**src/rtl/conv2d_valid_or_same_padding_assert.svh**
```systemverilog
// assertion macros for the convolution engine
`ifndef CONV2D_VALID_OR_SAME_PADDING_ASSERT_SVH
`define CONV2D_VALID_OR_SAME_PADDING_ASSERT_SVH

// same-cycle implication
`define C2D_ASSERT_NOW(label, ante, cons) \
  label: assert property (@(posedge clk_i) disable iff (!rst_ni) (ante) |-> (cons)) \
    else $error("c2d assertion failed");

// next-cycle implication
`define C2D_ASSERT_NEXT(label, ante, cons) \
  label: assert property (@(posedge clk_i) disable iff (!rst_ni) (ante) |=> (cons)) \
    else $error("c2d assertion failed");

`endif

```
**src/rtl/c2d_pkg.sv**
```systemverilog
// shared types and constants of the convolution engine
`timescale 1ns / 1ps

package c2d_pkg;

  localparam int MAX_DIM    = 64;
  localparam int MAX_KERNEL = 16;
  localparam int DATA_WIDTH = 16;

  localparam int SUM_W      = 40;
  localparam int POS_W      = 6;
  localparam int KIND_W     = 2;
  localparam int STAT_W     = 2;
  localparam int KSZ_W      = 5;
  localparam int DIM_W      = 7;
  localparam int CFG_IDX_W  = 2;
  localparam int CFG_DATA_W = 7;
  localparam int KIDX_W     = $clog2(MAX_KERNEL);
  localparam int PIDX_W     = $clog2(MAX_DIM);
  localparam int TAP_W      = POS_W + 2;
  localparam int PROD_W     = 2 * DATA_WIDTH;

  localparam logic [KSZ_W-1:0] KSZ_RESET = KSZ_W'(3);
  localparam logic [DIM_W-1:0] DIM_RESET = DIM_W'(64);

  typedef enum logic [KIND_W-1:0] {
    KIND_KWR  = 2'd0,
    KIND_PWR  = 2'd1,
    KIND_CONV = 2'd2,
    KIND_RSVD = 2'd3
  } kind_e;

  typedef enum logic [STAT_W-1:0] {
    ST_OK    = 2'd0,
    ST_RANGE = 2'd1,
    ST_GEOM  = 2'd2
  } status_e;

  typedef enum logic [CFG_IDX_W-1:0] {
    CFG_KSIZE = 2'd0,
    CFG_IDIM  = 2'd1,
    CFG_PAD   = 2'd2
  } cfg_idx_e;

  typedef struct packed {
    logic [KIND_W-1:0]            kind;
    logic [POS_W-1:0]             row;
    logic [POS_W-1:0]             col;
    logic signed [DATA_WIDTH-1:0] data_value;
  } c2d_in_t;

  typedef struct packed {
    logic signed [SUM_W-1:0] conv_sum;
    logic [STAT_W-1:0]       status;
  } c2d_out_t;

  typedef struct packed {
    logic              load;
    logic              clear;
    logic              wr_kernel;
    logic              wr_pixel;
    logic              tap_vld;
    logic [KIDX_W-1:0] tap_a;
    logic [KIDX_W-1:0] tap_b;
    logic              finish;
    status_e           fin_status;
    logic              fin_sum;
  } c2d_cmd_t;

  typedef struct packed {
    kind_e            kind;
    logic             store_oob;
    logic             geom_bad;
    logic             query_oob;
    logic [KSZ_W-1:0] ksize;
  } c2d_stat_t;

endpackage

```
**src/rtl/c2d_ctrl.sv**
```systemverilog
// sequencer: item decode, tap walk and result timing
`timescale 1ns / 1ps

module c2d_ctrl (
  input  logic              clk_i,
  input  logic              rst_ni,
  input  logic              start,
  output logic              busy,
  input  c2d_pkg::c2d_stat_t stat_i,
  output c2d_pkg::c2d_cmd_t  cmd_o
);

  localparam int DRAIN_LEN = 2;
  localparam int DRN_W     = $clog2(DRAIN_LEN);

  typedef enum logic [2:0] {
    S_IDLE,
    S_CHECK,
    S_RUN,
    S_DRAIN,
    S_FINISH
  } state_e;

  state_e                     state_q, state_d;
  logic [c2d_pkg::KIDX_W-1:0] a_q, a_d, b_q, b_d;
  logic [DRN_W-1:0]           drn_q, drn_d;
  logic                       a_last, b_last;

  assign a_last = (c2d_pkg::KSZ_W'(a_q) == stat_i.ksize - 1'b1);
  assign b_last = (c2d_pkg::KSZ_W'(b_q) == stat_i.ksize - 1'b1);

  always_comb begin
    cmd_o            = '0;
    cmd_o.fin_status = c2d_pkg::ST_OK;
    cmd_o.tap_a      = a_q;
    cmd_o.tap_b      = b_q;
    busy             = (state_q != S_IDLE);
    cmd_o.load       = start && !busy;
    state_d          = state_q;
    a_d              = a_q;
    b_d              = b_q;
    drn_d            = drn_q;
    unique case (state_q)
      S_IDLE: begin
        if (cmd_o.load) begin
          state_d = S_CHECK;
        end
      end
      S_CHECK: begin
        unique case (stat_i.kind)
          c2d_pkg::KIND_KWR, c2d_pkg::KIND_PWR: begin
            cmd_o.wr_kernel  = (stat_i.kind == c2d_pkg::KIND_KWR) && !stat_i.store_oob;
            cmd_o.wr_pixel   = (stat_i.kind == c2d_pkg::KIND_PWR) && !stat_i.store_oob;
            cmd_o.finish     = 1'b1;
            cmd_o.fin_status = stat_i.store_oob ? c2d_pkg::ST_RANGE : c2d_pkg::ST_OK;
            state_d          = S_IDLE;
          end
          c2d_pkg::KIND_CONV: begin
            if (stat_i.geom_bad) begin
              cmd_o.finish     = 1'b1;
              cmd_o.fin_status = c2d_pkg::ST_GEOM;
              state_d          = S_IDLE;
            end else if (stat_i.query_oob) begin
              cmd_o.finish     = 1'b1;
              cmd_o.fin_status = c2d_pkg::ST_RANGE;
              state_d          = S_IDLE;
            end else begin
              cmd_o.clear = 1'b1;
              a_d         = '0;
              b_d         = '0;
              state_d     = S_RUN;
            end
          end
          default: begin
            cmd_o.finish     = 1'b1;
            cmd_o.fin_status = c2d_pkg::ST_RANGE;
            state_d          = S_IDLE;
          end
        endcase
      end
      S_RUN: begin
        cmd_o.tap_vld = 1'b1;
        if (b_last) begin
          b_d = '0;
          if (a_last) begin
            drn_d   = '0;
            state_d = S_DRAIN;
          end else begin
            a_d = a_q + 1'b1;
          end
        end else begin
          b_d = b_q + 1'b1;
        end
      end
      S_DRAIN: begin
        drn_d = drn_q + 1'b1;
        if (drn_q == DRN_W'(DRAIN_LEN - 1)) begin
          state_d = S_FINISH;
        end
      end
      S_FINISH: begin
        cmd_o.finish  = 1'b1;
        cmd_o.fin_sum = 1'b1;
        state_d       = S_IDLE;
      end
      default: begin
        state_d = S_IDLE;
      end
    endcase
  end

  always_ff @(posedge clk_i or negedge rst_ni) begin
    if (!rst_ni) begin
      state_q <= S_IDLE;
      a_q     <= '0;
      b_q     <= '0;
      drn_q   <= '0;
    end else begin
      state_q <= state_d;
      a_q     <= a_d;
      b_q     <= b_d;
      drn_q   <= drn_d;
    end
  end

endmodule

```
**config.mk**
```make
export PLATFORM = sky130hd
export DESIGN_NAME = c2d_ctrl
export DESIGN_NICKNAME = d
export VERILOG_FILES = /design/src/rtl/conv2d_valid_or_same_padding_assert.svh /design/src/rtl/c2d_pkg.sv /design/src/rtl/c2d_ctrl.sv
export SDC_FILE = /design/constraint.sdc
export NUM_CORES = 1
export LEC_CHECK = 0
export BUFFER_PORTS_ARGS = -buffer_cell sky130_fd_sc_hd__buf_2
export CAP_MARGIN = 30
export CORE_MARGIN = 3
export CORE_UTILIZATION = 53
export CTS_CLUSTER_DIAMETER = 30
export CTS_CLUSTER_SIZE = 30
export DETAILED_ROUTE_END_ITERATION = 10
export GPL_ROUTABILITY_DRIVEN = 0
export PLACE_DENSITY = 0.81
export RECOVER_POWER = 50
export SYNTH_ARGS = -nofsm -noshare
export SYNTH_HDL_FRONTEND = slang
export SYNTH_SLANG_ARGS = --single-unit
```
**constraint.sdc**
```tcl
create_clock -name clk_i -period 2.73 [get_ports clk_i]
set_input_delay 0 -clock clk_i [delete_from_list [all_inputs] [get_ports clk_i]]
set_output_delay 0 -clock clk_i [all_outputs]
set_load 0.01 [all_outputs]
```
## Word level (Yosys, flattened, before mapping)

Cells that the tools add are included.

- $add $sub $neg: 4
- $mul: 0
- Div/mod/pow operators: 0
- $lt $le $gt $ge: 0
- Equal/unequal tests: 16
- Shift-type cells: 0
- Mux-type cells: 32
- Bitwise gates (word level): 0
- Reductions and logical operators: 15

Operators with widths:

| operator | count |
|---|---|
| 3-bit two-way mux | 9 |
| 4-bit two-way mux | 6 |
| 4-bit one-hot mux with 2 select lines | 2 |
| 2-bit != test, second input constant | 7 |
| 3-bit one-hot mux with 4 select lines | 1 |
| 4-bit by 5-bit equality test with 1-bit output | 2 |
| 4-bit by 1-bit adder with 4-bit output, second input constant | 2 |
| 1-bit two-way mux | 8 |
| 4-bit AND reduction | 2 |
| 3-bit by 2-bit equality test with 1-bit output, second input constant | 2 |
| 2-bit two-way mux | 3 |
| 3-bit one-hot mux with 2 select lines | 1 |
| 6-bit AND reduction | 1 |
| 5-bit by 1-bit subtractor with 5-bit output, second input constant | 1 |
| 1-bit one-hot mux with 2 select lines | 2 |
| 2-bit nonzero test | 2 |
| 3-bit by 1-bit equality test with 1-bit output, second input constant | 1 |
| 3-bit equality test, second input constant | 1 |
| 1-bit logical AND | 3 |
| 3-bit zero test | 1 |
| 3-bit AND reduction | 1 |
| 3-bit nonzero test | 1 |
| 2-bit by 1-bit equality test with 1-bit output, second input constant | 1 |
| 2-bit equality test, second input constant | 1 |
| other kinds (5) | 6 |

- Flip-flop bits (word level): 12
- Bits in latches: 0
- Bits in writable memories: 0
- Bits in read-only memories: 0
- Output and inout bits: 18
- Memories: 0

## Longest topological paths before layout

Gate-level depths: netlist of the first run.

- Depth after elaboration: 5
- Depth in mapped cells: 8
- Gate-level depth less buffers: 7

## Worst setup path before layout of the first run

Ideal clock, no wire load.

- Path kind: flip-flop to flip-flop
- From: register state_q[0]
- To: register b_q[2] in the netlist's numbering
- Setup time: 0.129 ns
- Arrival time: 1.569 ns
- Path slack: 1.032 ns
- Stages on the path, launching flop included: 8
- Path buffers: 2
- Cells stage by stage: dfrtp_1 > buf_2 > or3b_2 > clkbuf_1 > nor2b_2 > nor2_1 > a31oi_1 > mux2i_1

- Cells in the longest elaborated chain, start to end: 3
- Elaborated cells on any way between the ends: 8
- Classes of those cells: eq/ne (5); mux (1); reduce/logical (2)

Ends and longest elaborated chain:

| element | RTL line | RTL |
|---|---|---|
| start: declaration | c2d_ctrl.sv:24 | `state_e state_q, state_d;` |
| start signal: assignment | c2d_ctrl.sv:119 | `state_q <= state_d;` |
| 3-bit by 1-bit equality test with 1-bit output / 3-bit by 2-bit equality test with 1-bit output (equally long branches) | c2d_ctrl.sv:43 | `unique case (state_q)` |
| 2-bit by 1-bit != test with 1-bit output (no line), or another cell as far along | -- |  |
| 4-bit AND reduction (no line) | -- |  |
| end signal: assignment | c2d_ctrl.sv:116 | `b_q <= '0;` |
| end signal: assignment | c2d_ctrl.sv:121 | `b_q <= b_d;` |
| end: declaration | c2d_ctrl.sv:25 | `logic [c2d_pkg::KIDX_W-1:0] a_q, a_d, b_q, b_d;` |

Several ways; a longest one is shown, not always the timed one.
A chain may end at the register's enable or synchronous reset.

## Worst setup path after layout of the first run

- From: register b_q[3] in the netlist's numbering
- To: register state_q[0]

- Cells in the longest elaborated chain, start to end: 3

Ends and longest elaborated chain:

| element | RTL line | RTL |
|---|---|---|
| 4-bit by 5-bit equality test with 1-bit output | c2d_ctrl.sv:30 | `assign b_last = (c2d_pkg::KSZ_W'(b_q) == stat_i.ksize - 1'b1);` |
| 2-bit != test (no line) | -- |  |
| 4-bit AND reduction (no line) | -- |  |

Every way passes these cells.

==> metrics.cfg, run 1 <==
[sta]
setup_tns_ns = 0
rsz0062_at_grt = false
setup_slack_ns = 0.769
worst_pin_slew_ns = 0.662
final-hold-violation-count = 0
clock_skew_ns = 0.00609
finalCritPeriodShare_pct = 71.8
timing.fmax_ghz = 0.510
finalSetupViolations = 0
slew_headroom_pct = 55.9
fin_crit_ns = 1.96
maxSlewViolCount = 0

[min_path]
hp-class = in -> reg

[synthesis]
synth_nets = 126
netlist_area_um2 = 915
synth_area_leaders = dfrtp_1 33%, xnor2_1 6.7%, nand2_1 5.3%
yosysWarnings = 0
netlist.area_leader.share_pct = 32.8
synth_cell_types = 36
syn_inst = 110
synth.largest_area_cell = dfrtp_1
avgSynthCellArea_um2 = 8.31
yosys_register_bits = 12
yosysSeqAreaShare_pct = 32.8

[floorplanning]
ioPinCount = 31
fp-row-count = 14
dieArea_um2 = 2260
die_w_um = 47.5
die_y_um = 47.5
start_util_pct = 58.7
core_um2 = 1560

[clock_network]
tritoncts = yes
clockBufferDepth = 2
clkSinkCount = 12
root_buffer = clkbuf_4
clock_latency_ns = 0.28
htree_levels = 1
cts_made_buffers = 3
ctsHoldBuffers = 2
cts-resized-gates = 0
path_clk_slew_ns = 0.08
post_cts_buffers = 0

[final_layout]
instances_no_fill = 158
nets = 159
layout_commonest_cell = buf_2
syn2layout_area_growth_pct = 21.5
drive_gt1_share_pct = 21.8
layout_common_cells = 21 x buf_2, 13 x nand2_1, 12 x dfrtp_1, 11 x nor2_1, 9 x clkbuf_1
diodes = 0
fillCellCount = 130

[power]
p_leak_nw = 0.521
p_per_area_nw_per_um2 = 526
ir_drop_v = 0.000486

[detailed_routing]
firstDrtPassIters = 4
postRouteAntennaNets = 0
drtIter0Drc = 14
finalWirelength_um = 2100
drc = 0
dr_total_vias = 891
routedWlPerCell_um = 13.3
viasPerCell = 5.64

[global_route]
antenna_found_initial = 0
overflow = 0
grt_max_degree = 14
grt_pass1_vias = 789
grt_pass1_wl_um = 3330
grt_usage_pct = 20.6

[worst_setup_path]
crit_type = reg -> reg
cp.required_ns = 2.93
path_max_fanout = 13
worstSetupStartpointType = register
r2r_slack_ns = 0.77
end_kind = register
arrival_ns = 2.17

[placed_design]
dpl_worst_slack_ns = 0.649
hpwlAfterDp_um = 1630
dpl.cell_count = 152
port_buffers = 30

[status]
status = finished clean

[job]
maxCapViolCount = 0

==> flip-flops by register name, indices dropped and copies added (netlist names) <==
name / cells
a_q: 4
b_q: 4
state_q: 3
drn_q: 1
==> per-layer routing <==
metal | vias up | global-route usage [%] | wire length, µm
li1 | 454 | - | -
met1 | 411 | 24.0 | 887
met2 | 22 | 38.0 | 1090
met3 | 4 | 3.76 | 87
met4 | 0 | 6.45 | 34
met5 | - | 0 | 0
==> area by class of cell <==
cell class	count	area [µm²]	share of cell area (%)
Multi-Input combinational cell	86	566	50.9
Sequential cell	12	300	27.0
Timing Repair Buffer	32	159	14.3
Clock buffer	4	36.3	3.27
Inverter	8	30.0	2.70
Tap cell	16	20.0	1.80
==> cell families after synthesis <==
group,Yosys count,share of synthesized area [%]
compound gates,17,12.7
fa+ha+maj,3,4.10
mux,1,1.09
simple gates,52,30.6
buf+inv,12,5.33
flops,12,32.8
xor+xnor,13,13.3
==> synthesized netlist by cell type (all sizes together) <==
cell,count
nand4,2
mux2i,1
or3,4
nor2b,1
a31oi,2
nand2,13
o21bai,1
nand2b,2
or4b,1
xor2,5
nand3,6
or3b,1
nor4b,1
clkbuf,1
dfrtp,12
o211ai,4
or4,1
nor3,2
and4,1
nor4,1
a21oi,3
a32o,1
inv,8
or2,1
o311ai,1
o31ai,2
and2,2
a211oi,1
buf,3
nor3b,2
ha,3
nor2,11
o21ai,2
xnor2,8
==> per-stage QoR <==
step / hold WS, ns / total power, mW / area, µm² / util, %
CTS: 0.132 / 0.594 / 1120 / 72.0
floorplan: -0.296 / 0.375 / 915 / -
detailed placement: -0.103 / 0.448 / 1070 / 68.4
global placement: -0.108 / 0.442 / 1070 / 68.4
global route: 0.258 / 0.623 / 1110 / 71.3
finish: 0.173 / 0.584 / 1110 / 71.3
==> worst max-delay path, cell delays in order, from the launching register on <==
cell and delay (ns):
dfrtp_1 0.43, xor2_1 0.19, xnor2_1 0.16, nand4_1 0.38, or4b_1 0.60, a31oi_1 0.14
==> where the power goes <==
part           leakage (nW)  internal (mW)  switching [mW]
clock network        0.0210         0.0811          0.0614
registers             0.158          0.205          0.0461
logic                 0.342         0.0857           0.105
==> path summary, 6_finish.rpt <==
path,from,endpoint,cells past startpoint
setup reg to reg,b_q[3]$_DFFE_PN0P_,state_q[0]$_DFFE_PN0P_,5
hold / removal,stat_i[5],state_q[1]$_DFFE_PN0P_,6
max in group asynchronous,rst_ni,b_q[0]$_DFFE_PN0P_,2
min in group asynchronous,rst_ni,state_q[0]$_DFFE_PN0P_,2
hold reg to reg,state_q[2]$_DFFE_PN0P_,state_q[0]$_DFFE_PN0P_,1
setup / recovery,b_q[3]$_DFFE_PN0P_,state_q[0]$_DFFE_PN0P_,5
Power figures use the tool's default switching activity.
==> run 2, diff against run 1 <==
--- a/config.mk
+++ b/config.mk
@@ -8,12 +8,12 @@
 export BUFFER_PORTS_ARGS = -buffer_cell sky130_fd_sc_hd__buf_2
 export CAP_MARGIN = 30
 export CORE_MARGIN = 3
-export CORE_UTILIZATION = 53
+export CORE_UTILIZATION = 44
 export CTS_CLUSTER_DIAMETER = 30
 export CTS_CLUSTER_SIZE = 30
 export DETAILED_ROUTE_END_ITERATION = 10
 export GPL_ROUTABILITY_DRIVEN = 0
-export PLACE_DENSITY = 0.81
+export PLACE_DENSITY = 0.71
 export RECOVER_POWER = 50
 export SYNTH_ARGS = -nofsm -noshare
 export SYNTH_HDL_FRONTEND = slang
==> constraint.sdc (replaced) <==
create_clock -name clk_i -period 1.7 [get_ports clk_i]
set_input_delay 0 -clock clk_i [delete_from_list [all_inputs] [get_ports clk_i]]
set_output_delay 0 -clock clk_i [all_outputs]
set_load 0.01 [all_outputs]
==> metrics.cfg, run 2 (synthesis gave the netlist of run 1 again) <==
[detailed_routing]
drc = 0
viasPerCell = 5.40
routedWlPerCell_um = 13.4
dr_total_vias = 1032
drtIter0Drc = 28
finalWirelength_um = 2550
firstDrtPassIters = 4
postRouteAntennaNets = 0

[worst_setup_path]
timing.rr.end = state_q[0]$_DFFE_PN0P_
end_kind = register
r2r-start = a_q[3]$_DFFE_PN0P_
arrival_ns = 1.99
worstRegToRegCells = 5
crit_type = reg -> reg
cp.required_ns = 1.90
path_max_fanout = 3
r2r_slack_ns = -0.09
worstSetupStartpointType = register

[floorplanning]
dieArea_um2 = 2660
die_w_um = 51.6
ioPinCount = 31
fp-row-count = 15
die_y_um = 51.6
start_util_pct = 49.7
core_um2 = 1840

[clock_network]
clkSinkCount = 12
root_buffer = clkbuf_4
tritoncts = yes
clock_latency_ns = 0.27
cts_made_buffers = 3
htree_levels = 1
path_clk_slew_ns = 0.08
clockBufferDepth = 2

[power]
p_leak_nw = 0.667
p_int_uw = 672
switching_share_pct = 35.8
power_frac_clock_pct = 21.9
p_per_area_nw_per_um2 = 769
power_mw = 1.05
pwr-share-comb_pct = 43.6
power_frac_seq_pct = 34.6
p_switching_uw = 375
ir_drop_v = 0.000556

[status]
status = finished with violations
violations = setup timing

[sta]
final-hold-violation-count = 0
clock_skew_ns = 0.00409
fin_crit_ns = 1.79
timing.fmax_ghz = 0.558
rsz0062_at_grt = true
slew_headroom_pct = 55.8
worst_pin_slew_ns = 0.663
finalSetupViolations = 4
maxSlewViolCount = 0
finalCritPeriodShare_pct = 106
setup_slack_ns = -0.0936

[global_route]
grt_max_degree = 13
grt_usage_pct = 19.2
grt_pass1_vias = 844
grt_pass1_wl_um = 3850
antenna_found_initial = 0
overflow = 0

[final_layout]
multi_input_area_um2 = 628
nets = 183
fillCellCount = 149
layout_common_cells = 28 x buf_2, 19 x buf_4, 13 x nand2_1, 12 x dfrtp_1, 10 x nor2_1
reg_top3 = a_q (4), b_q (4), state_q (3)
register_area_um2 = 300
diodes = 0
drive_gt1_share_pct = 39.2
layout_commonest_cell = buf_2
final_util_pct = 74.1
syn2layout_area_growth_pct = 49.0

[placed_design]
hpwlAfterDp_um = 1800
port_buffers = 30

[job]
maxCapViolCount = 0

[min_path]
hp-class = in -> async

## run 2: cell count changes in the layout (fill, tap and decap cells not counted), sizes merged
cell,before,now
buf,21,48
clkbuf,13,10
## run 2: worst max path at each step
stage	startpoint	endpoint	slack (ns)	depth (start not counted)
floorplan	state_q[0]$_DFFE_PN0P_	b_q[2]$_DFFE_PN0P_	0.002	7
global placement	stat_i[0]	a_q[0]$_DFFE_PN0P_	-0.05	9
detailed placement	stat_i[0]	a_q[2]$_DFFE_PN0P_	-0.11	9
CTS	b_q[3]$_DFFE_PN0P_	a_q[0]$_DFFE_PN0P_	-0.01	6
global route	a_q[3]$_DFFE_PN0P_	state_q[0]$_DFFE_PN0P_	-0.19	5
finish	a_q[3]$_DFFE_PN0P_	state_q[0]$_DFFE_PN0P_	-0.09	5
## run 2: stage by stage
step	worst slack [ns]	instance area (µm²)	hold slack, ns	instances	TNS (ns)
3_3_place_gp	-0.0522	1200	-0.103	178	-0.125
3_5_place_dp	-0.109	1200	-0.101	178	-0.240
2_1_floorplan	0.00240	915	-0.296	110	0
6_report	-0.0936	1360	0.260	191	-0.198
5_1_grt	-0.186	1360	0.281	191	-0.493
4_1_cts	-0.0146	1300	0.142	189	-0.0146
## run 2: timing repair
item | 4_1_cts | 5_1_grt
pin swaps | 4 | 11
buffers inserted | 5 | 2
gates resized for setup | 1 | 12
endpoints found under the hold margin | 13 | 0
hold buffers | 2 | 0
setup endpoints to repair | 5 | 13
## run 2: layout make-up
cell class                      count  share of cell area [%]
Timing Repair Buffer               56                    24.7
Sequential cell                    12                    22.0
Tap cell                           25                    2.30
Multi-Input combinational cell     86                    46.1
Inverter                            8                    2.20
Clock buffer                        4                    2.66
## run 2: power by group through the flow
| stage | Sequential, mW | Clock, mW | Combinational [mW] |
|---|---|---|---|
| 6_report | 0.362 | 0.229 | 0.456 |
| 5_1_grt | 0.366 | 0.248 | 0.498 |
| 4_1_cts | 0.362 | 0.235 | 0.450 |
| 3_5_place_dp | 0.373 | 0 | 0.426 |
| 3_3_place_gp | 0.371 | 0 | 0.413 |
| 2_1_floorplan | 0.407 | 0 | 0.195 |
## run 2: worst max-delay path, cell delays in order, from the launching register on
cell and delay, ns:
dfrtp_1 0.39, xor2_1 0.15, xnor2_1 0.24, nand4_1 0.21
or4b_4 0.58, a31oi_4 0.15
## run 2: layer usage
layer | part of all wire (%) | track usage, % | vias up
li1 | - | - | 499
met1 | 45 | 26.1 | 487
met2 | 49 | 31.6 | 36
met3 | 4.4 | 2.58 | 10
met4 | 1.5 | 5.68 | 0
met5 | 0 | 0 | -
